--- config.mk ---
export PLATFORM = sky130hd
export DESIGN_NAME = gcc_div_stage
export DESIGN_NICKNAME = d
export VERILOG_FILES = /design/src/rtl/gcc_pkg.sv /design/src/rtl/gcc_div_stage.sv
export SDC_FILE = /design/constraint.sdc
export NUM_CORES = 1
export LEC_CHECK = 0
export BUFFER_PORTS_ARGS = -buffer_cell sky130_fd_sc_hd__buf_2
export CAP_MARGIN = 20
export CORE_AREA = 8 8 151 153
export CTS_CLUSTER_DIAMETER = 200
export DETAILED_ROUTE_END_ITERATION = 10
export DIE_AREA = 0 0 159 161
export GPL_ROUTABILITY_DRIVEN = 0
export GPL_TIMING_DRIVEN = 0
export PLACE_DENSITY_LB_ADDON = 0.08
export SLEW_MARGIN = 20
export SYNTH_ARGS = -nofsm -noshare
export SYNTH_HDL_FRONTEND = slang
export SYNTH_SLANG_ARGS = --single-unit
export TNS_END_PERCENT = 1
--- constraint.sdc ---
create_clock -name clk -period 11.1 [get_ports clk]
set_input_delay 0 -clock clk [delete_from_list [all_inputs] [get_ports clk]]
set_output_delay 0 -clock clk [all_outputs]
set_load 0.01 [all_outputs]
--- src/rtl/gcc_pkg.sv ---
// ---------------------------------------------------------------------------
// gcc_pkg: shared types and constants for the greedy coin change core
// Register map, word widths and the per-stage payload of the divider chain.
// ---------------------------------------------------------------------------
package gcc_pkg;

  localparam int W              = 16;  // width of amounts, coin values, counts
  localparam int COIN_REGS      = 4;   // coin value registers in the map
  localparam int CFG_IDX_W      = 3;
  localparam int DCNT_W         = 3;   // width of denoms_in_use
  localparam int STEP_BITS      = 4;   // quotient bits resolved per stage
  localparam int STAGES_PER_DIV = W / STEP_BITS;

  typedef logic [W-1:0] word_t;

  // register indexes on the config port
  typedef enum logic [CFG_IDX_W-1:0] {
    REG_COIN0  = 3'd0,
    REG_COIN1  = 3'd1,
    REG_COIN2  = 3'd2,
    REG_COIN3  = 3'd3,
    REG_DENOMS = 3'd4
  } cfg_reg_t;

  localparam word_t COIN0_RST = 16'd1;
  localparam word_t COIN1_RST = 16'd5;
  localparam word_t COIN2_RST = 16'd10;
  localparam word_t COIN3_RST = 16'd25;
  localparam logic [DCNT_W-1:0] DENOMS_RST = 3'd4;

  // payload carried down the divider chain
  typedef struct packed {
    word_t                        orig;  // dividend of the current lane
    word_t                        rem;   // partial remainder
    word_t                        dvd;   // dividend bits still to shift in
    word_t                        q;     // partial quotient
    logic [COIN_REGS-1:0][W-1:0]  cnt;   // finished coin counts, per lane
    logic [COIN_REGS-1:0][W-1:0]  rmn;   // amount left after each lane
  } div_stage_t;

endpackage

--- src/rtl/gcc_div_stage.sv ---
// ---------------------------------------------------------------------------
// gcc_div_stage: one register stage of the restoring divider chain
// Resolves STEP_BITS quotient bits of one lane; the last stage of a lane
// stores the coin count and the amount left for that denomination.
// ---------------------------------------------------------------------------
module gcc_div_stage #(
  parameter int LANE = 0,
  parameter int SUB  = 0
) (
  input  logic                    clk,
  input  logic                    rst,
  input  logic                    en,
  input  logic                    vin,
  input  gcc_pkg::div_stage_t     din,
  input  logic [gcc_pkg::W-1:0]   divisor,
  output logic                    vout,
  output gcc_pkg::div_stage_t     dout
);

  localparam bit FIRST = (SUB == 0);
  localparam bit LAST  = (SUB == gcc_pkg::STAGES_PER_DIV - 1);
  localparam int PREV  = (LANE > 0) ? LANE - 1 : 0;

  gcc_pkg::div_stage_t   nx;
  logic [gcc_pkg::W:0]   r17;
  gcc_pkg::word_t        start;

  always_comb begin
    nx    = din;
    start = din.orig;
    r17   = '0;
    if (FIRST) begin
      // lane 0 divides the amount, later lanes what the previous one left
      if (LANE > 0) begin
        start = din.rmn[PREV];
      end
      nx.orig = start;
      nx.rem  = '0;
      nx.dvd  = start;
      nx.q    = '0;
    end
    for (int k = 0; k < gcc_pkg::STEP_BITS; k++) begin
      r17    = {nx.rem, nx.dvd[gcc_pkg::W-1]};
      nx.dvd = {nx.dvd[gcc_pkg::W-2:0], 1'b0};
      if (r17 >= {1'b0, divisor}) begin
        nx.rem = gcc_pkg::W'(r17 - {1'b0, divisor});
        nx.q   = {nx.q[gcc_pkg::W-2:0], 1'b1};
      end else begin
        nx.rem = r17[gcc_pkg::W-1:0];
        nx.q   = {nx.q[gcc_pkg::W-2:0], 1'b0};
      end
    end
    if (LAST) begin
      // zero coin: no coins taken, amount passes through
      nx.cnt[LANE] = (divisor == '0) ? '0      : nx.q;
      nx.rmn[LANE] = (divisor == '0) ? nx.orig : nx.rem;
    end
  end

  always_ff @(posedge clk) begin
    if (rst) begin
      vout <= 1'b0;
    end else if (en) begin
      vout <= vin;
    end
  end

  always_ff @(posedge clk) begin
    if (en) begin
      dout <= nx;
    end
  end

endmodule

---- Word-level counts from Yosys, hierarchy flattened ----
Index checks and enable logic that the tools add are counted.
storage, ports and cells
  register bits after elaboration ......... 177
  input bits .............................. 212
  output and inout port bits .............. 193
  word-level logic and storage cells ...... 29
operators by class
  add/sub/neg operators ................... 4
  order comparisons ....................... 4
  multiplexer cells ....................... 8
operators with widths
  kind                                                            number
  16-bit two-way mux                                              4
  17-bit by 16-bit greater-or-equal comparator with 1-bit output  3
  16-bit subtractor                                               3
  1-bit by 16-bit greater-or-equal comparator with 1-bit output   1
  1-bit by 16-bit subtractor with 16-bit output                   1
  1-bit two-way mux                                               4

---- Depth between registers and ports, before layout ----
  word-level depth ........................ 8
  gate-level depth with buffers ........... 41
  depth with buffers taken out ............ 37

---- Least setup slack after synthesis ----
No wires, ideal clock.
  kind .................................... input -> register
  start ................................... input port divisor[1] in the netlist's numbering
  end ..................................... register dout[167] in the netlist's numbering, data pin
  library setup time ...................... 0.260 ns
  data arrival time ....................... 8.913 ns
  data required time ...................... 10.840 ns
  setup slack ............................. 1.927 ns
  cell stages on the path ................. 39
  buffers on the path ..................... 5
  cells stage by stage .................... clkinv_1 ha_1 nor3b_1 or2b_2 clkbuf_8 inv_1 ha_1 clkbuf_2 nand4_2 or3_1 or4_4 and3_4 a311oi_4 nor2_1 inv_1 o21ai_0 inv_1 ha_1 (+3 left out) o31ai_1 or4_2 nand3_1 nor3b_2 buf_2 mux2i_1 ha_1 nor2b_1 o31ai_1 nand4bb_1 a221oi_1 o21a_1 a21oi_1 o21a_1 a311o_1 buf_6 buf_12 mux2_4
RTL lines
  what                  line                 text
  start, declared       gcc_div_stage.sv:15  input logic [gcc_pkg::W-1:0] divisor,
  end signal, assigned  gcc_div_stage.sv:70  dout <= nx;
  end, declared         gcc_div_stage.sv:17  output gcc_pkg::div_stage_t dout

==> metrics.md <==
| Metric | Value |
|---|---|
| Outcome | `finished clean` |
| Crit-path max cell delay | `590 ps` |
| Worst-Margin Slew | `710 ps` |
| Commonest non-fill, non-tap cells in the layout | `buf_2 (339), edfxtp_1 (164), dlygate4sd3_1 (146)` |
| Buffers on Ports | `339` |
| Pwr/cell area | `125 nW/um^2` |
| Worst hold start | `en` |
| Worst r2r path cells | `3` |
| H-tree depth | `4` |
| Die area | `25,600 sq um` |
| Clk root buf | `clkbuf_16` |
| Worst Setup End Kind | `register` |
| VDD IR max | `0.0828 mV` |
| Final Critical Period | `10,120 ps` |
| Most frequent CP cell | `ha_1` |
| Cell Rows | `53` |
| # IOs | `405` |
| Final wirelength | `27.5 mm` |
| Initial DRC Count | `382` |
| Sink Count | `165` |
| Final Cell Area | `12,600 sq um` |
| CTS tree | `built` |
| Routed Antenna Nets | `0` |
| Worst hold stages | `1` |
| Number of synthesized flops with an enable pin | `164` |
| Post-DP Area | `10,500 sq um` |
| Cell variety after synth | `74` |
| Core area | `20,600 sq um` |
| Pre-CTS WS | `-180 ps` |
| Reg2Reg Setup Slack | `9980 ps` |
| Vias | `6,823` |
| Final worst-path cycle share | `91.2%` |
| Initial antenna violation count | `0` |
| Gr ovfl total | `0` |
| Final hold vios | `0` |
| Worst reg2reg startpoint | `vout` |
| Chip width | `159 microns` |
| Main synth FF type | `edfxtp_1` |
| Fin. max-slew vios | `0` |
| Initial Utilization | `40.5%` |
| Clock-pin transition on the worst setup and hold timing paths | `70 ps` |
| CTS Buf Count | `17` |
| Nets@finish | `1,402` |
| Largest net degree at the start of global routing | `95` |
| Total global-route track usage | `21.1%` |
| Layout cells sized above 1 | `41.1%` |
| HPWL after DPL | `20.9 mm` |
| Worst Clk Skew | `0 ps` |
| Final count of negative-setup-slack endpoints | `0` |
| Syn Area/Cell | `13.6 sq um` |
| Crit path arrival time | `10,290 ps` |
| Cell Area, Synth | `8330 sq um` |
| # DRC | `0` |
| CTS max path bufs | `2` |
| Syn Inst Count | `613` |
| Max frequency | `98.8 MHz` |
| First-pass GRT wire length | `41.6 mm` |
| Slew HR | `52.7%` |
| Crit Path Class | `input pin to register` |
| Final worst slack | `979 ps` |
| CP Launch Type | `input pin` |
| Asr flop ratio synth | `0%` |
| Drt via density | `4.78` |
| CP required | `11,270 ps` |
| RSZ-0062 raised after global routing | `no` |
| N_diodes | `0` |
| Post-synthesis sequential area ratio | `59.3%` |
| DR WL/cell | `19.3 microns` |
| Tot Pwr | `0.00157 W` |
| Maxcap violations | `0` |
| Commonest non-fill, non-tap cell in the layout | `buf_2` |
| CP max FO | `12` |
| Hold/Removal Path Class | `input pin to register` |
| Hold Path Sink | `dout[49]` |
| Post-synthesis register bit count | `165` |
| Vias in the first global route | `6,841` |
| Drt first pass iters | `5` |
| P&R area growth vs syn | `50.9%` |
| Worst skew pair latency | `430 ps` |
| Slowest CP cell | `or4_2` |
| Synth warn | `0` |
| P_leak | `5.68 nW` |
| R2R Path End | `vout` |
| Die span in y | `161 microns` |
==> worst max-delay path, delay by kind of cell <==
kind	cells	cell delay, ps
adders and majority gates	4	970
AOI/OAI and AO/OA	11	3110
buffers and inverters	11	1970
and+or+nand+nor	13	3510
muxes	2	710
==> final cells by class <==
type	instances	area [sq um]
inverter	39	150
multi-input combinational	384	2980
buffer	40	337
tap	275	344
timing repair buffer	491	3230
clock buffer	17	425
sequential	165	4940
fill	1692	7990
clock inverter	15	156
==> what timing repair did <==
action                                 4_1_cts  5_1_grt
setup endpoints to repair                    0       17
setup buffers                                0        5
gates resized for setup                      0        6
endpoints found under the hold margin      146        0
hold buffers                               146        0
==> Yosys cell counts, types with 8 or more instances <==
cell type / instances / area (sq um)
nand4_1: 10 / 62.6
xor2_1: 9 / 78.8
edfxtp_1: 164 / 4920
ha_1: 49 / 613
mux2_4: 8 / 120
xnor2_1: 21 / 184
a21o_1: 8 / 60.1
o21ai_0: 20 / 100
o21a_1: 13 / 97.6
nor3_1: 13 / 65.1
nand2_1: 24 / 90.1
nor2_1: 28 / 105
inv_1: 38 / 143
a21oi_1: 35 / 175
mux2_2: 20 / 225
buf_4: 28 / 210
==> per-stage QoR <==
step | hold slack [ps] | utilization, % | cells | TNS (ps)
3_3_place_gp | 160 | 50.7 | 1242 | -1260
4_1_cts | 111 | 60.9 | 1421 | 0
5_1_grt | 124 | 61.2 | 1426 | 0
3_5_place_dp | 164 | 50.9 | 1243 | -1510
6_report | 98.2 | 61.2 | 1426 | 0
2_1_floorplan | 72.4 | - | 628 | 0
==> sequential cells by signal (all words and copies together), names as in the netlist <==
| name | flops |
|---|---|
| dout | 164 |
| vout | 1 |
==> worst max path at each step <==
stage / from / end / slack [ps] / cells past startpoint
after global routing: divisor[1] / dout[173] / 160 / 41
after CTS: divisor[1] / dout[173] / 240 / 40
after global placement: divisor[1] / dout[169] / -160 / 40
after floorplan: divisor[1] / dout[167] / 1930 / 39
final: divisor[1] / dout[173] / 980 / 41
after detailed placement: divisor[1] / dout[172] / -180 / 40
==> report_power, final <==
part	switching, W	internal [W]
clock network	0.000271	0.000301
logic	0.000128	0.000121
registers	0.0000132	0.000737
total	0.000412	0.00116
==> cell families after synthesis <==
family	share of synthesized area, %
flip-flops	59.3
AO/OA/AOI/OAI	10.5
AND/OR/NAND/NOR	8.38
buffers and inverters	5.80
adder cells (fa/ha/maj)	8.08
multiplexers	4.75
XOR/XNOR	3.15
other	0.0450
==> layer usage <==
metal / vias to the layer above / wire length, microns / global-route usage (%)
met5: - / 0 / 0
met4: 0 / 502 / 6.60
met3: 25 / 1700 / 5.14
met2: 271 / 14100 / 37.5
met1: 3180 / 11100 / 24.7
li1: 3347 / - / -
Note: power is estimated with default switching activity, not from simulation.
