$ cat src/rtl/gcc_pkg.sv
// ---------------------------------------------------------------------------
// gcc_pkg: shared types and constants for the greedy coin change core
// Register map, word widths and the per-stage payload of the divider chain.
// ---------------------------------------------------------------------------
package gcc_pkg;

  localparam int W              = 16;  // width of amounts, coin values, counts
  localparam int COIN_REGS      = 4;   // coin value registers in the map
  localparam int CFG_IDX_W      = 3;
  localparam int DCNT_W         = 3;   // width of denoms_in_use
  localparam int STEP_BITS      = 4;   // quotient bits resolved per stage
  localparam int STAGES_PER_DIV = W / STEP_BITS;

  typedef logic [W-1:0] word_t;

  // register indexes on the config port
  typedef enum logic [CFG_IDX_W-1:0] {
    REG_COIN0  = 3'd0,
    REG_COIN1  = 3'd1,
    REG_COIN2  = 3'd2,
    REG_COIN3  = 3'd3,
    REG_DENOMS = 3'd4
  } cfg_reg_t;

  localparam word_t COIN0_RST = 16'd1;
  localparam word_t COIN1_RST = 16'd5;
  localparam word_t COIN2_RST = 16'd10;
  localparam word_t COIN3_RST = 16'd25;
  localparam logic [DCNT_W-1:0] DENOMS_RST = 3'd4;

  // payload carried down the divider chain
  typedef struct packed {
    word_t                        orig;  // dividend of the current lane
    word_t                        rem;   // partial remainder
    word_t                        dvd;   // dividend bits still to shift in
    word_t                        q;     // partial quotient
    logic [COIN_REGS-1:0][W-1:0]  cnt;   // finished coin counts, per lane
    logic [COIN_REGS-1:0][W-1:0]  rmn;   // amount left after each lane
  } div_stage_t;

endpackage

$ cat src/rtl/gcc_serialiser.sv
// ---------------------------------------------------------------------------
// gcc_serialiser: result buffer and beat sequencer
// Holds one finished amount and issues one beat per denomination in use.
// ---------------------------------------------------------------------------
module gcc_serialiser #(
  parameter int LANES = 4,
  parameter int IW    = 2
) (
  input  logic                              clk,
  input  logic                              rst,
  input  logic                              load_v,
  input  gcc_pkg::div_stage_t               load_d,
  input  logic [LANES-1:0][gcc_pkg::W-1:0]  coin_sorted,
  input  logic [IW-1:0]                     last_idx,
  input  logic                              stall,
  output logic                              can_load,
  output logic                              valid,
  output logic [gcc_pkg::W-1:0]             coin_value,
  output logic [gcc_pkg::W-1:0]             coin_count,
  output logic [gcc_pkg::W-1:0]             remaining,
  output logic                              failed,
  output logic                              last
);

  localparam int CIW = $clog2(gcc_pkg::COIN_REGS);

  logic                  hold_v;
  gcc_pkg::div_stage_t   hold_d;
  logic [IW-1:0]         idx;
  logic [CIW-1:0]        cidx;
  logic                  beat;
  logic                  fin;

  assign cidx     = CIW'(idx);
  assign valid    = hold_v;
  assign beat     = hold_v && !stall;
  assign fin      = beat && (idx == last_idx);
  assign can_load = !hold_v || fin;

  assign coin_value = coin_sorted[idx];
  assign coin_count = hold_d.cnt[cidx];
  assign remaining  = hold_d.rmn[cidx];
  assign last       = (idx == last_idx);
  assign failed     = last && (remaining != '0);

  always_ff @(posedge clk) begin
    if (rst) begin
      hold_v <= 1'b0;
      idx    <= '0;
    end else if (load_v && can_load) begin
      hold_v <= 1'b1;
      idx    <= '0;
    end else if (fin) begin
      hold_v <= 1'b0;
      idx    <= '0;
    end else if (beat) begin
      idx <= idx + IW'(1);
    end
  end

  always_ff @(posedge clk) begin
    if (load_v && can_load) begin
      hold_d <= load_d;
    end
  end

endmodule

$ cat config.mk
export PLATFORM = sky130hd
export DESIGN_NAME = gcc_serialiser
export DESIGN_NICKNAME = d
export VERILOG_FILES = /design/src/rtl/gcc_pkg.sv /design/src/rtl/gcc_serialiser.sv
export SDC_FILE = /design/constraint.sdc
export NUM_CORES = 1
export LEC_CHECK = 0
export ABC_AREA = 1
export BUFFER_PORTS_ARGS = -buffer_cell sky130_fd_sc_hd__buf_2
export CORE_ASPECT_RATIO = 0.75
export CORE_MARGIN = 2
export CORE_UTILIZATION = 40
export CTS_CLUSTER_DIAMETER = 120
export DETAILED_ROUTE_END_ITERATION = 10
export GPL_TIMING_DRIVEN = 0
export PLACE_DENSITY_LB_ADDON = 0.08
export SKIP_LAST_GASP = 1
export SLEW_MARGIN = 0
export SYNTH_ARGS = -nofsm -noshare
export SYNTH_HDL_FRONTEND = slang
export SYNTH_SLANG_ARGS = --single-unit
$ cat constraint.sdc
create_clock -name clk -period 8.4 [get_ports clk]
set_input_delay 1.68 -clock clk [delete_from_list [all_inputs] [get_ports clk]]
set_output_delay 1.68 -clock clk [all_outputs]
set_load 0.1 [all_outputs]
# After elaboration in Yosys (flattened, before gate mapping)
# Index checks and enable logic that the tools add are counted.
[totals]
reg_bits = 131
word_cells = 31
in_bits = 262
[classes]
magnitude_cmp = 1
n_eq_ne = 1
n_reduce_logical = 10
muxes = 8
n_addsub = 1
[op_table]
columns = ["op", "n"]
rows = [
  ["$bmux W16 S2", 3],
  ["$mux W16", 3],
  ["$reduce_bool A16 Y1", 1],
  ["$logic_and A1 B1 Y1", 4],
  ["$lt A2 B3 Y1 const B", 1],
  ["$reduce_or A3 Y1", 1],
  ["$add A2 B1 Y2 const B", 1],
  ["$eq A2 B2 Y1", 1],
  ["$logic_not A1 Y1", 2],
  ["$mux W1", 2],
  ["$reduce_bool A2 Y1", 1],
  ["$logic_or A1 B1 Y1", 1],
]

# Logic depth before layout (Yosys ltp)
[logic_depth]
ltp_word = 6
depth_mapped = 11
depth_no_buf = 9

# Worst setup path before layout
# Ideal clock, no wire load.
[synth_path]
path_type = "input port to flip-flop"
from = "input last_idx[0]"
to = "register hold_d[0] (netlist name), enable pin"
required_ns = 7.743
slack_ns = -1.396
setup_time_ns = 0.657
stages = 4
arrival_ns = 9.139
cell_sequence = "or2_1 > a21oi_2 > nand2_1 > a21oi_1"
[synth_between]
elab_chain_cells = 4
[synth_rtl]
columns = ["element", "line_no", "source"]
rows = [
  ["from (decl)", "gcc_serialiser.sv:14", "input logic [IW-1:0] last_idx,"],
  ["$eq A2 B2 Y1", "--", ""],
  ["via last", "gcc_serialiser.sv:22", "output logic last"],
  ["$logic_and A1 B1 Y1", "gcc_serialiser.sv:37", "assign fin = beat && (idx == last_idx);"],
  ["$logic_or A1 B1 Y1", "gcc_serialiser.sv:38", "assign can_load = !hold_v || fin;"],
  ["$logic_and A1 B1 Y1", "gcc_serialiser.sv:62", "if (load_v && can_load) begin"],
  ["to (signal assigned)", "gcc_serialiser.sv:63", "hold_d <= load_d;"],
  ["to (decl)", "gcc_serialiser.sv:28", "gcc_pkg::div_stage_t hold_d;"],
]
# The timed path passes the listed nets, and every way through them passes these cells.
# A chain may end at the register's enable or synchronous reset.

# Final worst setup path
[layout_path]
from = "input last_idx[0]"
to = "output can_load"
[layout_between]
elab_chain_cells = 3
[layout_rtl]
columns = ["element", "line_no", "source"]
rows = [
  ["$eq A2 B2 Y1", "gcc_serialiser.sv:37", ""],
  ["$logic_and A1 B1 Y1", "gcc_serialiser.sv:37", ""],
  ["$logic_or A1 B1 Y1", "gcc_serialiser.sv:38", ""],
  ["to (decl)", "gcc_serialiser.sv:16", "output logic can_load,"],
]
# Every way passes these cells.

==> run summary <==
The final count of negative-setup-slack endpoints is 0. The post-synthesis area per instance is 11.3 µm². The routed layout has 4683 vias. The tools report the total congestion overflow as 0.

The starting density of the core came out at 0.407. The internal power is 1240 µW, and the number of nets in the finished design is 1024. The overall fraction of global-route tracks in use came out at 0.218. Net count after synthesis: 751. The sequential area share after synthesis was 0.705.

Counting every instance in the synthesized netlist gives 489. For this run, the top clock speed supported by timing is 0.214 GHz. Counting along the longest clock path gives a buffer depth of 2. Buffers inserted to repair hold after CTS numbered 0. For the via count of the first global-routing pass, the log shows 4671.

The fraction of final layout cells with drive strength greater than 1 is 0.393. The cell area that synthesis handed to floorplanning was 5540 µm². The fraction of power spent switching nets is 0.297, and the unique cell type count in the Yosys netlist is 19. The tools report the summed negative setup slack over all endpoints as 0 ns. The worst setup path is launched from an input pin.

The count of yosys warnings during synthesis is 0, and the pin count of the biggest net entering global routing is 29. Together, buffers and inverters on the worst path number 2. TritonCTS built the clock tree.

Synthesis inferred 131 register bits. The placement row count came out at 37. Setup repair after global routing left no endpoint under its margin. The run gives 1 as the initial antenna violation count.

In this design, the largest share of critical-path delay is due to buffers and inverters. From synthesis to final layout, the design area changed by 38.7%. The kind of critical path is in -> out.

The region available for standard cell placement spans 13600 µm². The instance count after placement with tap cells included was 918. The first global-routing pass estimated 24300 µm of wire. STA puts the critical path data required time at 6.72 ns. The floorplan step defined a die boundary enclosing 14800 µm².

Post-cts resize count: 0. The highest cell delay on the worst timing path came out at 0.46 ns. In this run the worst hold path is classified as reg -> reg.

Clock tree synthesis selected as its root buffer the cell sky130_fd_sc_hd__clkbuf_16. In this run the power spent charging and discharging nets is 524 µW. The number of pins exceeding their max-slew limit in the final report is 0, and the routability congestion estimate from global placement is 0.942. The top-level I/O count was 314; the number of standard cells in the layout, taps in and fillers out was 950. The detailed router finished its first iteration with 283 violations.

Power spread over the standard cell area amounts to 230 nW/µm². The number of nets still failing antenna checks after routing is 0, and the clock insertion delay at the later pin of the skew report is 0.42 ns. In this run the worst path has a maximum fanout of 3. After legalization and detailed placement, the total HPWL measured 11500 µm. Across the run, the number of max-cap violations was 0. The floorplan step set the die height to 106 µm. IR analysis of the VDD net gives a maximum drop of 170 µV. The routed design has 15900 µm of wire. The die outline width is 140 µm, and the fraction of power consumed by the clock network is 0.383. Share of total power in sequential cells: 0.437. The worst setup path is captured at an output port. The clock transition at the register clock pins on the worst setup and hold paths after CTS is 0.06 ns. For this run, design rule violations remaining after detail routing come to 0. The routed wirelength normalized by instance count was 16.8 µm. The H-tree generated during clock tree synthesis spans 4 levels. Power share of the combinational group: 0.180. Traced cell by cell, the critical path runs through buf_2, or2_1, a21oi_2, nand2_1, nand2_1, buf_2. The first detailed-routing pass took 7 iterations. The routed design could run at a clock period as short as 4.68 ns. Data on the critical path arrives at its endpoint at 3.00 ns. The share of the clock period used by the worst path is 0.558, and the count of final hold-check violations is 0.

Dividing the detail-routed via count by the number of cells gives 4.93. Total number of clock tree sinks: 131. The flow ran to the end, and the final reports show no timing, DRC or antenna violations.

The number of buffer cells added on primary ports is 249. The number of buffers added by the clock tree synthesis step was 17. For this design, the slowest cell found on the critical path is sky130_fd_sc_hd__buf_2. The number of setup buffers added after CTS is 0. The run gives 0.563 as the remaining max-slew budget at the tightest pin. At the pin with the least slew margin, the transition time is 0.654 ns.

The static leakage power is 0.00333 µW, and the worst setup skew after layout is 0.0132 ns.
## layout make-up
| class | instances | area, µm² |
|---|---|---|
| antenna | 1 | 2.50 |
| fill | 1199 | 5930 |
| multi-input combinational | 304 | 1380 |
| clock buffer | 18 | 429 |
| sequential | 131 | 3900 |
| timing repair buffer | 254 | 1370 |
| inverter | 22 | 85.1 |
| tap | 175 | 219 |
| clock inverter | 13 | 114 |
| buffer | 32 | 181 |
## Yosys cell counts (all sizes together)
master | number | area [µm²]
edfxtp | 128 | 3840
nand2 | 95 | 357
nor2 | 73 | 274
o21ai | 65 | 325
nand3 | 32 | 160
o22ai | 32 | 200
inv | 22 | 85.1
buf | 19 | 133
clkbuf | 13 | 48.8
a21oi | 3 | 18.8
dfxtp | 3 | 60.1
xor2 | 2 | 17.5
o211ai | 1 | 7.51
or2 | 1 | 6.26
## flip-flops by register name, indices dropped and copies added, names as in the netlist
| register | count |
|---|---|
| cidx | 2 |
| hold_d | 128 |
| valid | 1 |
## per-layer routing
layer | track usage | vias to the layer above | wire length [µm]
met1 | 0.274 | 2160 | 6700
met2 | 0.360 | 224 | 7730
met5 | 0 | - | 0
met3 | 0.0595 | 26 | 1130
met4 | 0.0871 | 0 | 366
li1 | - | 2273 | -
## cell usage in the layout, fill, tap and decap left out, drive strengths merged
cell type	instances
or2	1
xor2	2
clkinvlp	5
dfxtp	3
buf	273
o211ai	1
clkinv	6
o22ai	32
bufinv	1
a21oi	3
clkbuf	31
diode	1
o21ai	65
nand2	95
edfxtp	128
nand3	32
nor2	73
inv	23
## per-stage QoR
step           utilization  hold WS, ns  setup WS [ns]  power [µW]  cell area, µm²
6_report             0.564        0.597           3.72        1770            7680
5_1_grt              0.564        0.645           3.66        1830            7680
4_1_cts              0.564        0.594           3.73        1780            7680
3_5_place_dp         0.524        0.585           3.73        1100            7140
3_3_place_gp         0.515        0.528          0.410        1100            7010
2_1_floorplan            -        0.759           1.07        1010            5540
## worst register-to-register path: stages (launching register included)
cell and delay [ns]:
sky130_fd_sc_hd__dfxtp_1 0.32, sky130_fd_sc_hd__buf_6 0.14, sky130_fd_sc_hd__buf_4 0.21, sky130_fd_sc_hd__nand2_1 0.08
sky130_fd_sc_hd__a21oi_2 0.24, sky130_fd_sc_hd__nand2_1 0.18, sky130_fd_sc_hd__a21oi_4 0.58, sky130_fd_sc_hd__buf_12 0.28
sky130_fd_sc_hd__buf_16 0.20
## path summary, 6_finish.rpt
kind / start / endpoint / slack [ns] / cells after the start
hold reg to reg: valid$_SDFFE_PP0P_ / valid$_SDFFE_PP0P_ / 0.60 / 2
setup reg to reg: cidx[0]$_SDFFE_PP0N_ / hold_d[8]$_DFFE_PP_ / 5.88 / 8
hold / removal: valid$_SDFFE_PP0P_ / valid$_SDFFE_PP0P_ / 0.60 / 2
setup / recovery: last_idx[0] / can_load / 3.72 / 6
## logic make-up after synthesis
family / after synthesis / share of synthesized area
simple gates: 201 / 0.144
flops: 131 / 0.705
compound gates: 101 / 0.0997
buf+inv: 54 / 0.0481
xor+xnor: 2 / 0.00316
## power by group through the flow
stage	registers (µW)	logic (µW)	clock network (µW)
3_5_place_dp	785	318	0
5_1_grt	775	336	717
4_1_cts	772	319	693
2_1_floorplan	791	219	0
6_report	772	317	677
3_3_place_gp	792	304	0
Power figures use the tool's default switching activity.
