**src/rtl/gcc_pkg.sv**
```systemverilog
// ---------------------------------------------------------------------------
// gcc_pkg: shared types and constants for the greedy coin change core
// Register map, word widths and the per-stage payload of the divider chain.
// ---------------------------------------------------------------------------
package gcc_pkg;

  localparam int W              = 16;  // width of amounts, coin values, counts
  localparam int COIN_REGS      = 4;   // coin value registers in the map
  localparam int CFG_IDX_W      = 3;
  localparam int DCNT_W         = 3;   // width of denoms_in_use
  localparam int STEP_BITS      = 4;   // quotient bits resolved per stage
  localparam int STAGES_PER_DIV = W / STEP_BITS;

  typedef logic [W-1:0] word_t;

  // register indexes on the config port
  typedef enum logic [CFG_IDX_W-1:0] {
    REG_COIN0  = 3'd0,
    REG_COIN1  = 3'd1,
    REG_COIN2  = 3'd2,
    REG_COIN3  = 3'd3,
    REG_DENOMS = 3'd4
  } cfg_reg_t;

  localparam word_t COIN0_RST = 16'd1;
  localparam word_t COIN1_RST = 16'd5;
  localparam word_t COIN2_RST = 16'd10;
  localparam word_t COIN3_RST = 16'd25;
  localparam logic [DCNT_W-1:0] DENOMS_RST = 3'd4;

  // payload carried down the divider chain
  typedef struct packed {
    word_t                        orig;  // dividend of the current lane
    word_t                        rem;   // partial remainder
    word_t                        dvd;   // dividend bits still to shift in
    word_t                        q;     // partial quotient
    logic [COIN_REGS-1:0][W-1:0]  cnt;   // finished coin counts, per lane
    logic [COIN_REGS-1:0][W-1:0]  rmn;   // amount left after each lane
  } div_stage_t;

endpackage

```
**src/rtl/gcc_sorter.sv**
```systemverilog
// ---------------------------------------------------------------------------
// gcc_sorter: configuration registers and denomination ordering
// Holds the register map and keeps the denominations in use sorted largest
// first, by odd-even transposition after reset and after every write.
// ---------------------------------------------------------------------------
module gcc_sorter #(
  parameter int LANES = 4,
  parameter int IW    = 2
) (
  input  logic                                clk,
  input  logic                                rst,
  input  logic                                cfg_we,
  input  logic [gcc_pkg::CFG_IDX_W-1:0]       cfg_idx,
  input  logic [gcc_pkg::W-1:0]               cfg_wdata,
  output logic [LANES-1:0][gcc_pkg::W-1:0]    coin_sorted,
  output logic [IW-1:0]                       last_idx,
  output logic                                busy
);

  localparam int PW = $clog2(LANES + 1);

  logic [gcc_pkg::COIN_REGS-1:0][gcc_pkg::W-1:0] coin_reg;
  logic [gcc_pkg::DCNT_W-1:0]                    dcount;
  logic                                          sort_load;
  logic [PW-1:0]                                 pass_left;
  logic [LANES-1:0][gcc_pkg::W-1:0]              arr_next;
  logic [gcc_pkg::DCNT_W-1:0]                    nsat;

  // denominations in use, saturated to 1..LANES
  always_comb begin
    if (dcount == '0) begin
      nsat = gcc_pkg::DCNT_W'(1);
    end else if (dcount > gcc_pkg::DCNT_W'(LANES)) begin
      nsat = gcc_pkg::DCNT_W'(LANES);
    end else begin
      nsat = dcount;
    end
  end

  // unused slots load as zero so they sink below every used value
  always_comb begin
    arr_next = coin_sorted;
    if (sort_load) begin
      for (int i = 0; i < LANES; i++) begin
        arr_next[i] = (gcc_pkg::DCNT_W'(i) < nsat) ? coin_reg[i] : '0;
      end
    end else if (pass_left != '0) begin
      for (int i = 0; i + 1 < LANES; i++) begin
        if ((i % 2) == int'(pass_left[0])) begin
          if (coin_sorted[i] < coin_sorted[i+1]) begin
            arr_next[i]   = coin_sorted[i+1];
            arr_next[i+1] = coin_sorted[i];
          end
        end
      end
    end
  end

  assign busy = sort_load || (pass_left != '0);

  always_ff @(posedge clk) begin
    if (rst) begin
      coin_reg[0] <= gcc_pkg::COIN0_RST;
      coin_reg[1] <= gcc_pkg::COIN1_RST;
      coin_reg[2] <= gcc_pkg::COIN2_RST;
      coin_reg[3] <= gcc_pkg::COIN3_RST;
      dcount      <= gcc_pkg::DENOMS_RST;
      sort_load   <= 1'b1;
      pass_left   <= '0;
    end else begin
      if (cfg_we) begin
        unique case (gcc_pkg::cfg_reg_t'(cfg_idx))
          gcc_pkg::REG_COIN0:  coin_reg[0] <= cfg_wdata;
          gcc_pkg::REG_COIN1:  coin_reg[1] <= cfg_wdata;
          gcc_pkg::REG_COIN2:  coin_reg[2] <= cfg_wdata;
          gcc_pkg::REG_COIN3:  coin_reg[3] <= cfg_wdata;
          gcc_pkg::REG_DENOMS: dcount      <= cfg_wdata[gcc_pkg::DCNT_W-1:0];
          default: ;
        endcase
      end
      sort_load <= cfg_we;
      if (sort_load) begin
        pass_left <= PW'(LANES);
      end else if (pass_left != '0) begin
        pass_left <= pass_left - PW'(1);
      end
    end
  end

  always_ff @(posedge clk) begin
    coin_sorted <= arr_next;
    if (sort_load) begin
      last_idx <= IW'(nsat - gcc_pkg::DCNT_W'(1));
    end
  end

endmodule

```
**config.mk**
```make
export PLATFORM = sky130hd
export DESIGN_NAME = gcc_sorter
export DESIGN_NICKNAME = d
export VERILOG_FILES = /design/src/rtl/gcc_pkg.sv /design/src/rtl/gcc_sorter.sv
export SDC_FILE = /design/constraint.sdc
export NUM_CORES = 1
export LEC_CHECK = 0
export BUFFER_PORTS_ARGS = -buffer_cell sky130_fd_sc_hd__buf_4
export CORE_UTILIZATION = 30
export DETAILED_ROUTE_END_ITERATION = 7
export HOLD_SLACK_MARGIN = 0.15
export PLACE_DENSITY = 0.58
export SYNTH_ARGS = -nofsm -noshare
export SYNTH_HDL_FRONTEND = slang
export SYNTH_SLANG_ARGS = --single-unit
```
**constraint.sdc**
```tcl
create_clock -name clk -period 3.03 [get_ports clk]
set_input_delay 0.606 -clock clk [delete_from_list [all_inputs] [get_ports clk]]
set_output_delay 0.606 -clock clk [all_outputs]
set_load 0.01 [all_outputs]
```
==> After elaboration in Yosys (flattened, before gate mapping) <==
Index checks and enable logic that the tools add are counted.
{ "word_totals": {"word_cells": 59, "reg_bits": 137, "output_inout_bits": 67} }
{ "classes": {"n_lt_le_gt_ge": 8, "n_reduce_logical": 15, "n_addsub": 2, "n_mux": 16, "eq_ne": 5} }
{ "op_table": {"columns": ["op", "n"], "rows": [
  ["32-bit 2-to-1 mux", 6],
  ["64-bit 2-to-1 mux", 2],
  ["16-bit 2-to-1 mux", 4],
  ["16-bit < comparator", 3],
  ["3-bit 2-to-1 mux", 4],
  ["2-bit AND reduction", 5],
  ["3-bit by 2-bit equality test with 1-bit output, second input constant", 2],
  ["3-bit logical NOT", 2],
  ["1-bit by 3-bit < comparator with 1-bit output, first input constant", 2],
  ["2-bit by 3-bit < comparator with 1-bit output, first input constant", 2],
  ["3-bit AND reduction", 2],
  ["2-bit nonzero test", 3],
  ["3-bit by 1-bit equality test with 1-bit output, second input constant", 1],
  ["3-bit equality test, second input constant", 1],
  ["3-bit greater-than comparator, second input constant", 1],
  ["3-bit nonzero test", 1],
  ["3-bit by 1-bit subtractor with 3-bit output, second input constant", 1],
  ["2-bit != test, second input constant", 1],
  ["2-bit OR reduction", 1],
  ["2-bit by 1-bit subtractor with 2-bit output, second input constant", 1],
  ["1-bit logical OR", 1]
]} }

==> Logic depth before layout (Yosys ltp) <==
Gate-level depths: netlist (run 1).
{ "depth": {"ltp_word": 9, "mapped_depth": 10} }

==> Worst setup path before layout (run 1) <==
No wires, ideal clock.
{ "synth_timing": {"kind": "flip-flop to flip-flop", "startpoint": "reg coin_sorted[45] (netlist name)", "endpoint": "reg coin_sorted[48] (netlist name), enable pin", "path_buffers": 2, "path_stages_with_launch": 9, "path_slack_ns": 0.182, "required_ns": 2.663, "setup_time_ns": 0.367, "arrival_time_ns": 2.481, "cell_sequence": "edfxtp_1 ha_1 a21o_1 a21o_1 a211oi_2 and2_1 buf_2 buf_4 a21o_1"} }
{ "synth_between": {"elab_chain_len": 3} }
{ "synth_rtl": {"columns": ["item", "line", "text"], "rows": [
  ["start, declared", "gcc_sorter.sv:15", "output logic [LANES-1:0][gcc_pkg::W-1:0] coin_sorted,"],
  ["start signal, assigned", "gcc_sorter.sv:91", "coin_sorted <= arr_next;"],
  ["16-bit < comparator", "gcc_sorter.sv:50", "if (coin_sorted[i] < coin_sorted[i+1]) begin"],
  ["2-bit nonzero test (no line)", null, null],
  ["3-bit AND reduction (no line)", null, null]
]} }
Every way passes these cells.
A chain may end at the register's enable or synchronous reset.

==> results of run 1 <==
-- layout by cell type (no fill, tap or decap), drive strengths merged, types with 3 or more instances in the layout --
cell,n
o31ai,48
nor2b,3
dfxtp,71
mux2i,18
nor2,59
buf,128
nand3b,9
a211oi,3
a21oi,71
clkinv,6
edfxtp,66
nand2b,4
inv,68
a221oi,16
and2,4
ha,48
nor3,5
a21o,10
nand2,173
a211o,3
a22o,16
a32oi,16
and4,3
o21ai,5
clkbuf,21
nand3,4
bufinv,3
nand4,3
-- layer usage --
metal | routed length [um] | up-vias | share of wire [%]
li1 | - | 3002 | -
met1 | 9820 | 2957 | 45
met2 | 10600 | 166 | 48
met3 | 1170 | 21 | 5.4
met4 | 248 | 0 | 1.1
met5 | 0 | - | 0
-- logic make-up (layout without fill, tap and decap cells) --
family,after synthesis,in the layout
xor+xnor,1,1
flops,137,137
fa+ha+maj,48,48
buf+inv,120,228
simple gates,275,275
compound gates,198,198
mux,18,18
-- synth_stat cells (2+ instances only) --
cell type  count  area (um^2)
inv_1         68          255
buf_2          3         15.0
o21ai_0        4         20.0
nor3_1         5         25.0
and4_1         3         26.3
or3_1          2         12.5
clkbuf_1      35          131
mux2i_1       18          180
a221oi_2      10          150
and3b_1        2         17.5
nand2b_1       4         25.0
nand2_1      173          649
and2_1         4         25.0
a32oi_1       16          140
a211o_1        3         26.3
o31ai_1       44          330
buf_4          4         30.0
buf_6          6         67.6
a21oi_1       70          350
a2111oi_2      2         30.0
a22o_1        16          140
nand4_1        3         18.8
nor2b_1        3         18.8
and3_1         2         12.5
dfxtp_1       71         1420
o21a_1         2         15.0
a221oi_1       6         52.6
nand3b_1       9         67.6
buf_1          4         15.0
nand3_1        4         20.0
nor2_1        59          221
ha_1          48          601
o31ai_2        4         50.1
a211oi_1       2         15.0
edfxtp_1      66         1980
or2_2          2         12.5
a21o_1         9         67.6
-- power by group through the flow --
| stage | registers, mW | logic, mW | clock network, mW |
|---|---|---|---|
| finish | 2.27 | 1.71 | 2.26 |
| global route | 2.29 | 1.89 | 2.37 |
| CTS | 2.27 | 1.70 | 2.29 |
| detailed placement | 2.31 | 1.69 | 0 |
| global placement | 2.31 | 1.68 | 0 |
| floorplan | 2.36 | 0.984 | 0 |
-- path summary, 6_finish.rpt --
| path | startpoint | to | slack, ns |
|---|---|---|---|
| hold reg to reg | coin_reg[59] | coin_reg[59] | 0.45 |
| setup / recovery | coin_sorted[18] | coin_sorted[30] | 0.27 |
| hold / removal | cfg_we | sort_load | 0.38 |
| setup reg to reg | coin_sorted[18] | coin_sorted[30] | 0.27 |
-- per-stage QoR --
step	util (%)	power [mW]	cell area [um^2]
after detailed placement	35.6	4.00	8460
after global routing	38.4	6.55	9120
after CTS	38.3	6.26	9100
after floorplan	-	3.34	7340
after global placement	35.6	3.98	8460
final	38.4	6.24	9120
-- what timing repair did --
| action | 4_1_cts | 5_1_grt |
|---|---|---|
| setup endpoints to repair | 1 | 8 |
| buffers inserted | 0 | 0 |
| gates resized for setup | 1 | 3 |
| hold buffers | 0 | 0 |
-- final cells by class --
type / count / area share (%)
Multi-Input combinational cell: 540 / 37.8
Sequential cell: 137 / 37.3
Timing Repair Buffer: 128 / 10.7
Clock buffer: 21 / 5.52
Tap cell: 319 / 4.38
Inverter: 68 / 2.80
Clock inverter: 11 / 1.52
==> impl.org, run 1 <==
** STA
- The final number of max-transition violations is 0.
- The worst pin sits at a relative slew slack of 44.9%.
- Final period utilization :: 91.0%
- Sum of negative setup slack :: 0 ns
- Clock skew on the completed layout was measured at 0.00686 ns.
- Final worst hold slack :: 0.376 ns
- Hold violation total from the final report :: 0
- Least-Margin Pin Slew :: 0.826 ns
- Setup violations remaining at the end of the flow were counted as 0.
- Setup repair after global routing left no endpoint under its margin.
- Max Freq :: 362 MHz
- After layout, the minimum clock period comes to 2.76 ns.
- Post-layout worst setup margin :: 0.271 ns

** Power and ir drop
- Sw Ratio :: 31.8%
- The analysis attributes to cell leakage a power of 3.67 nW.
- Reg power frac :: 36.4%
- Power spread over the standard cell area amounts to 684 nW/um^2.
- Worst voltage drop across the vdd grid :: 0.363 mV
- Cell internal power was estimated by the tool at 4.25 mW.
- Clock power frac :: 36.2%
- Combinational cells account for 27.3% of the total power.
- For this design the total switching power over the nets is 1.99 mW.

** Clock tree
- Number of buffers created by CTS :: 17
- Maximum buffer depth of the clock tree :: 2
- Source-to-sink clock delay at the later pin of the worst-skew pair :: 0.43 ns
- Clock H-tree levels :: 4
- TritonCTS built the clock tree.
- TritonCTS sink count :: 137
- Clock-pin slew was measured on the worst setup and hold paths at 0.06 ns.
- CTS root buffer :: clkbuf_16

** Routing
- Post-detailed-route wirelength per cell :: 17.8 um
- Vias :: 6146
- Remaining antenna violation count :: 0
- In the routed design, unresolved DRC markers number 0.
- The first routing iteration left 378 violations.
- Detailed-router iteration count before antenna repair :: 5
- Vias per inst :: 5.02
- Summed over all layers, the routed wires come to 21800 um.

** Critical path
- For this design, the slowest cell found on the critical path is edfxtp_1.
- Cells on worst reg2reg path :: 9
- Counting both buffers and inverters, the worst setup path holds a total of 2.
- Required time worst endpoint :: 3.24 ns
- Worst path cell trace :: buf_4 -> ha_1 -> a211o_1 -> a31oi_1 -> o221ai_1 -> a21oi_4 -> buf_12 -> a221oi_2 -> o31ai_1
- At the worst endpoint, the arrival time is 2.97 ns.
- Start-to-end type of the worst setup path :: flop to flop
- Critical path's largest stage delay :: 0.39 ns
- The critical path crosses 9 cells after its start point.
- Worst-path fanout max :: 24
- STA classifies the critical path startpoint as a flop.
- Among cell families on the critical path, the largest total delay comes from compound AO/OA/AOI/OAI gates.
- The worst setup path is captured at a flop.

** Synthesis
- The synthesized netlist devotes 0.119% of its cell area to XOR and XNOR gates.
- Async SR Flop Fraction :: 0%
- Yosys printed 0 warnings.
- Flops & latches, synth :: 137
- Of the synthesized area, sequential elements account for 46.3%.
- Number of enable flip-flop cells after synthesis :: 66
- Area fraction in and, or, nand and nor cells after synthesis :: 15.7%
- Synthesized Nets :: 867
- Multiplexer share of the synthesized area :: 2.45%
- The netlist uses 48 different library cells.
- Complex-gate fraction of the synthesized area :: 20.2%
- Synthesis handed over a netlist of 797 instances.
- After Yosys synthesis, full adders, half adders and majority gates account for 8.18% of the synthesized area.
- After synthesis the cells add up to 7340 um^2.
- Main combinational cell family by area after synthesis :: compound AO/OA/AOI/OAI gates
- In this run the mean area of a mapped cell was 9.21 um^2.
- For this run, the leading register cell type out of synthesis is dfxtp_1.

** Floorplan
- Starting density of the core :: 30.9%
- Die Y :: 158 um
- I/O Pins :: 89
- Number of placement rows :: 56
- Placeable Area :: 23800 um^2
- Die footprint :: 25100 um^2
- From left edge to right edge, the die measures 158 um.

** Placed design
- At the end of routability-driven placement, the weighted congestion stood at 0.870.
- Port buffer count :: 88
- The HPWL after detailed placement is 16100 um.
- The number of placed instances, taps included, is 1192.
- Placement-stage worst setup slack :: -0.0300 ns

** Global routing
- Entering global routing, the biggest net connects 72 pins.
- Global-route wire length before repair :: 33800 um
- Antenna violations before repair :: 0
- In the global route stage, met2 resource usage came out at 29.7%.
- Global routing finished with a remaining overflow of 0.
- Via count of the first global-routing pass :: 5910
- Global routing consumed, over all layers together, 18.2% of the routing resources.
- The global routing stage identified its most utilized layer as met2.
- Met3 track demand over resource in global routing :: 3.81%
- Met1 Track Usage GR :: 24.3%

** Status
- Status :: finished, final reports clean

** Finish
- FF/Latch Area :: 3400 um^2
- Net count of the finished layout :: 962
- Non-filler cells in the finished layout :: 1224
- In the final layout, the multi-input gates occupy 3440 um^2.
- The layout has 2456 filler cells.
- The area growth from synthesis to layout is 24.2%.
- 0 antenna diodes ended up in the layout.
- In the final layout, the share of cells above drive strength 1 is 20.6%.

** Worst hold path
- In this run the worst hold path is classified as input pin to flop.
- Counting instances, the worst hold path has a depth of 2.

** Run
- Max-cap violations in this run came to 0.
No activity file was read; power rests on OpenSTA's default activity.
==> inputs of run 2 (changes only) <==
CORE_UTILIZATION = 25   (was 30)
PLACE_DENSITY = 0.52   (was 0.58)
SKIP_CTS_REPAIR_TIMING = 1   (was not set)
==> run 2 against run 1 <==
  * Fmax shrank 2.4%
  * Setup slack got worse by 0.067 ns
  * Count of clock-buffer cells in the layout decreased by 1
  * Total power hardly changed
  * Clock skew grew 0.0045 ns
  * Die area rose by 20%
  * Cell area up 0.81%
  * Sequential cell count stayed put
  * Global-route usage fell by 2.8 points
  * Critical path depth is 1 lower
  * Critical endpoint is now coin_sorted[18]
  * Largest power group is now clock
  * Highest routed layer unchanged
==> impl.org, run 2 (synthesized netlist as in run 1, its figures left out) <==
** Finish
- Net count of the finished layout :: 964
- Antenna diode count :: 0
- From synthesis to final layout, the design area changed by 25.2%.
- Commonest non-fill, non-tap cell in the layout :: nand2_1
- The library cells used most frequently in the layout, excluding fill and tap cells, are nand2_1 (173), buf_4 (129), a21oi_1 (70), dfxtp_1 (70), inv_1 (68).
- Share of post-route cells with drive strength above 1 :: 20.0%
- Post-route cell area :: 9190 um^2
- Excluding fillers, the count of instances in the completed layout stands at 1291.

** Floorplan
- The initial utilization of the core area, before any placement, comes to 25.5%.
- The core region is 28800 um^2.
- The die is 173 um tall.
- After floorplanning, the core was divided into 62 placement rows.
- The die covers 30100 um^2.
- Die span in x :: 173 um
- Pin placement for this block handled 89 I/O pins.

** Placed design
- # placed instances :: 1259
- Routability Congestion :: 0.778
- Total placed instance area :: 8550 um^2
- Port buffering added 88 buffers.
- After legalization and detailed placement, the total HPWL measured 16800 um.

** STA
- Final period utilization :: 93.3%
- Based on the critical path, the design can be clocked at up to 354 MHz.
- Endpoints failing setup :: 0
- Least-Margin Pin Slew :: 0.838 ns
- Hold violation total from the final report :: 0
- Between clock sinks in the finished design, the worst skew comes to 0.0114 ns.
- The final number of max-transition violations came to 0.
- Setup repair after global routing left no endpoint under its margin.
- Max transition margin :: 44.1%
- The worst path needs 2.83 ns of the cycle, external delays included.
- Sum of negative setup slack :: 0 ns
- Across all hold checks on the routed design, the worst slack comes to 0.380 ns.

** Critical path
- The worst setup path is launched from a flop.
- Reg2reg end :: coin_sorted[18]
- Crit. End Element :: flop
- Measured in cells, the most critical reg-to-reg path has a length of 8.
- Worst-path fanout max :: 9
- Required time worst endpoint :: 3.19 ns
- At the worst endpoint, the arrival time is 2.99 ns.
- The worst register-to-register path begins at coin_sorted[19].
- Reg-to-reg setup timing slack :: 0.20 ns
- The critical path is of the flop to flop type.

** Power and ir drop
- In this run the power density over the cells is 679 nW/um^2.
- Across the VDD grid, the largest voltage drop is 0.420 mV.
- Summed over all cells, the static leakage comes to 3.67 nW.

** Routing
- For this run, design rule violations remaining after detail routing come to 0.
- Detailed Route WL :: 22700 um
- In this run, the number of DRC markers left after iteration 0 of detailed routing was 438.
- In this run the remaining antenna-violating nets after routing total 0.
- Using the TritonRoute via totals, the vias-per-cell ratio works out to 4.77.
- Vias :: 6156
- For this run, the detailed router's first-pass iteration total came to 4.
- After detailed routing, the average wire length per cell comes to 17.5 um.

** Global routing
- GRT Residual Overflow :: 0
- The first global-routing pass estimated 35800 um of wire.
- Global-route usage over all layers :: 15.4%
- Antenna violations before repair :: 0
- Largest net degree at the start of global routing :: 72
- The via count of the first global-routing pass came to 6339.

** Clock tree
- The clock passes through at most 2 buffers.
- Clock H-tree levels :: 4
- CTS tree :: yes
- CTS root buffer :: clkbuf_16
- In this run, CTS created clock tree buffers numbering 17.
- CTS saw 137 sinks.
- After clock tree synthesis, the clock-pin slew on the worst setup and hold paths is 0.06 ns.
- Source-to-sink clock delay at the later pin of the worst-skew pair :: 0.43 ns

** Worst hold path
- The startpoint identified for the worst hold timing path is cfg_we.
- For hold timing, the worst endpoint is sort_load.
- The worst hold path was traced through 2 stages.
- Min-delay worst type :: input pin to flop

** Status
- The run finished with clean final reports.

** Run
- Max-capacitance violation count :: 0
## run 2: worst max path at each step
stage | depth (start not counted) | from | slack, ns | end
global route | 8 | coin_sorted[19] | 0.04 | coin_sorted[16]
global placement | 8 | coin_sorted[19] | 0.24 | coin_sorted[18]
CTS | 8 | coin_sorted[19] | 0.21 | coin_sorted[18]
detailed placement | 8 | coin_sorted[21] | 0.22 | coin_sorted[18]
floorplan | 8 | coin_sorted[45] | 0.18 | coin_sorted[48]
finish | 8 | coin_sorted[19] | 0.20 | coin_sorted[18]
## run 2: area by class of cell
| type | count | area, um^2 |
|---|---|---|
| Fill cell | 2997 | 19600 |
| Tap cell | 384 | 480 |
| Inverter | 68 | 255 |
| Sequential cell | 137 | 3400 |
| Timing Repair Buffer | 130 | 988 |
| Clock inverter | 12 | 200 |
| Clock buffer | 20 | 437 |
| Multi-Input combinational cell | 540 | 3430 |
## run 2: where the power goes
group          internal (mW)  total [mW]  switching (mW)  leakage (nW)
Combinational          0.693        1.70            1.01          2.06
Sequential              2.13        2.26           0.134          1.31
Clock                   1.46        2.28           0.817         0.302
## run 2: worst max-delay path, stage by stage (launching register included)
cell,delay [ns]
edfxtp_1,0.53
ha_1,0.35
nor2_1,0.05
or3_1,0.36
o221ai_1,0.44
a21oi_4,0.19
buf_4,0.23
a221oi_1,0.29
o31ai_1,0.12
## run 2: stage by stage
step                util, %  total power [mW]  setup slack [ns]
finish                 31.9              6.24             0.204
global route           31.9              6.56            0.0440
CTS                    31.9              6.28             0.207
detailed placement     29.7              4.01             0.223
global placement       29.7              4.00             0.235
floorplan                 -              3.34             0.182
## run 2: routing by layer
layer / track usage (%) / wire length (um) / vias to the layer above
li1: - / - / 3002
met1: 19.7 / 10400 / 2990
met2: 26.2 / 11000 / 136
met3: 2.79 / 834 / 28
met4: 4.90 / 384 / 0
met5: 0 / 0 / -
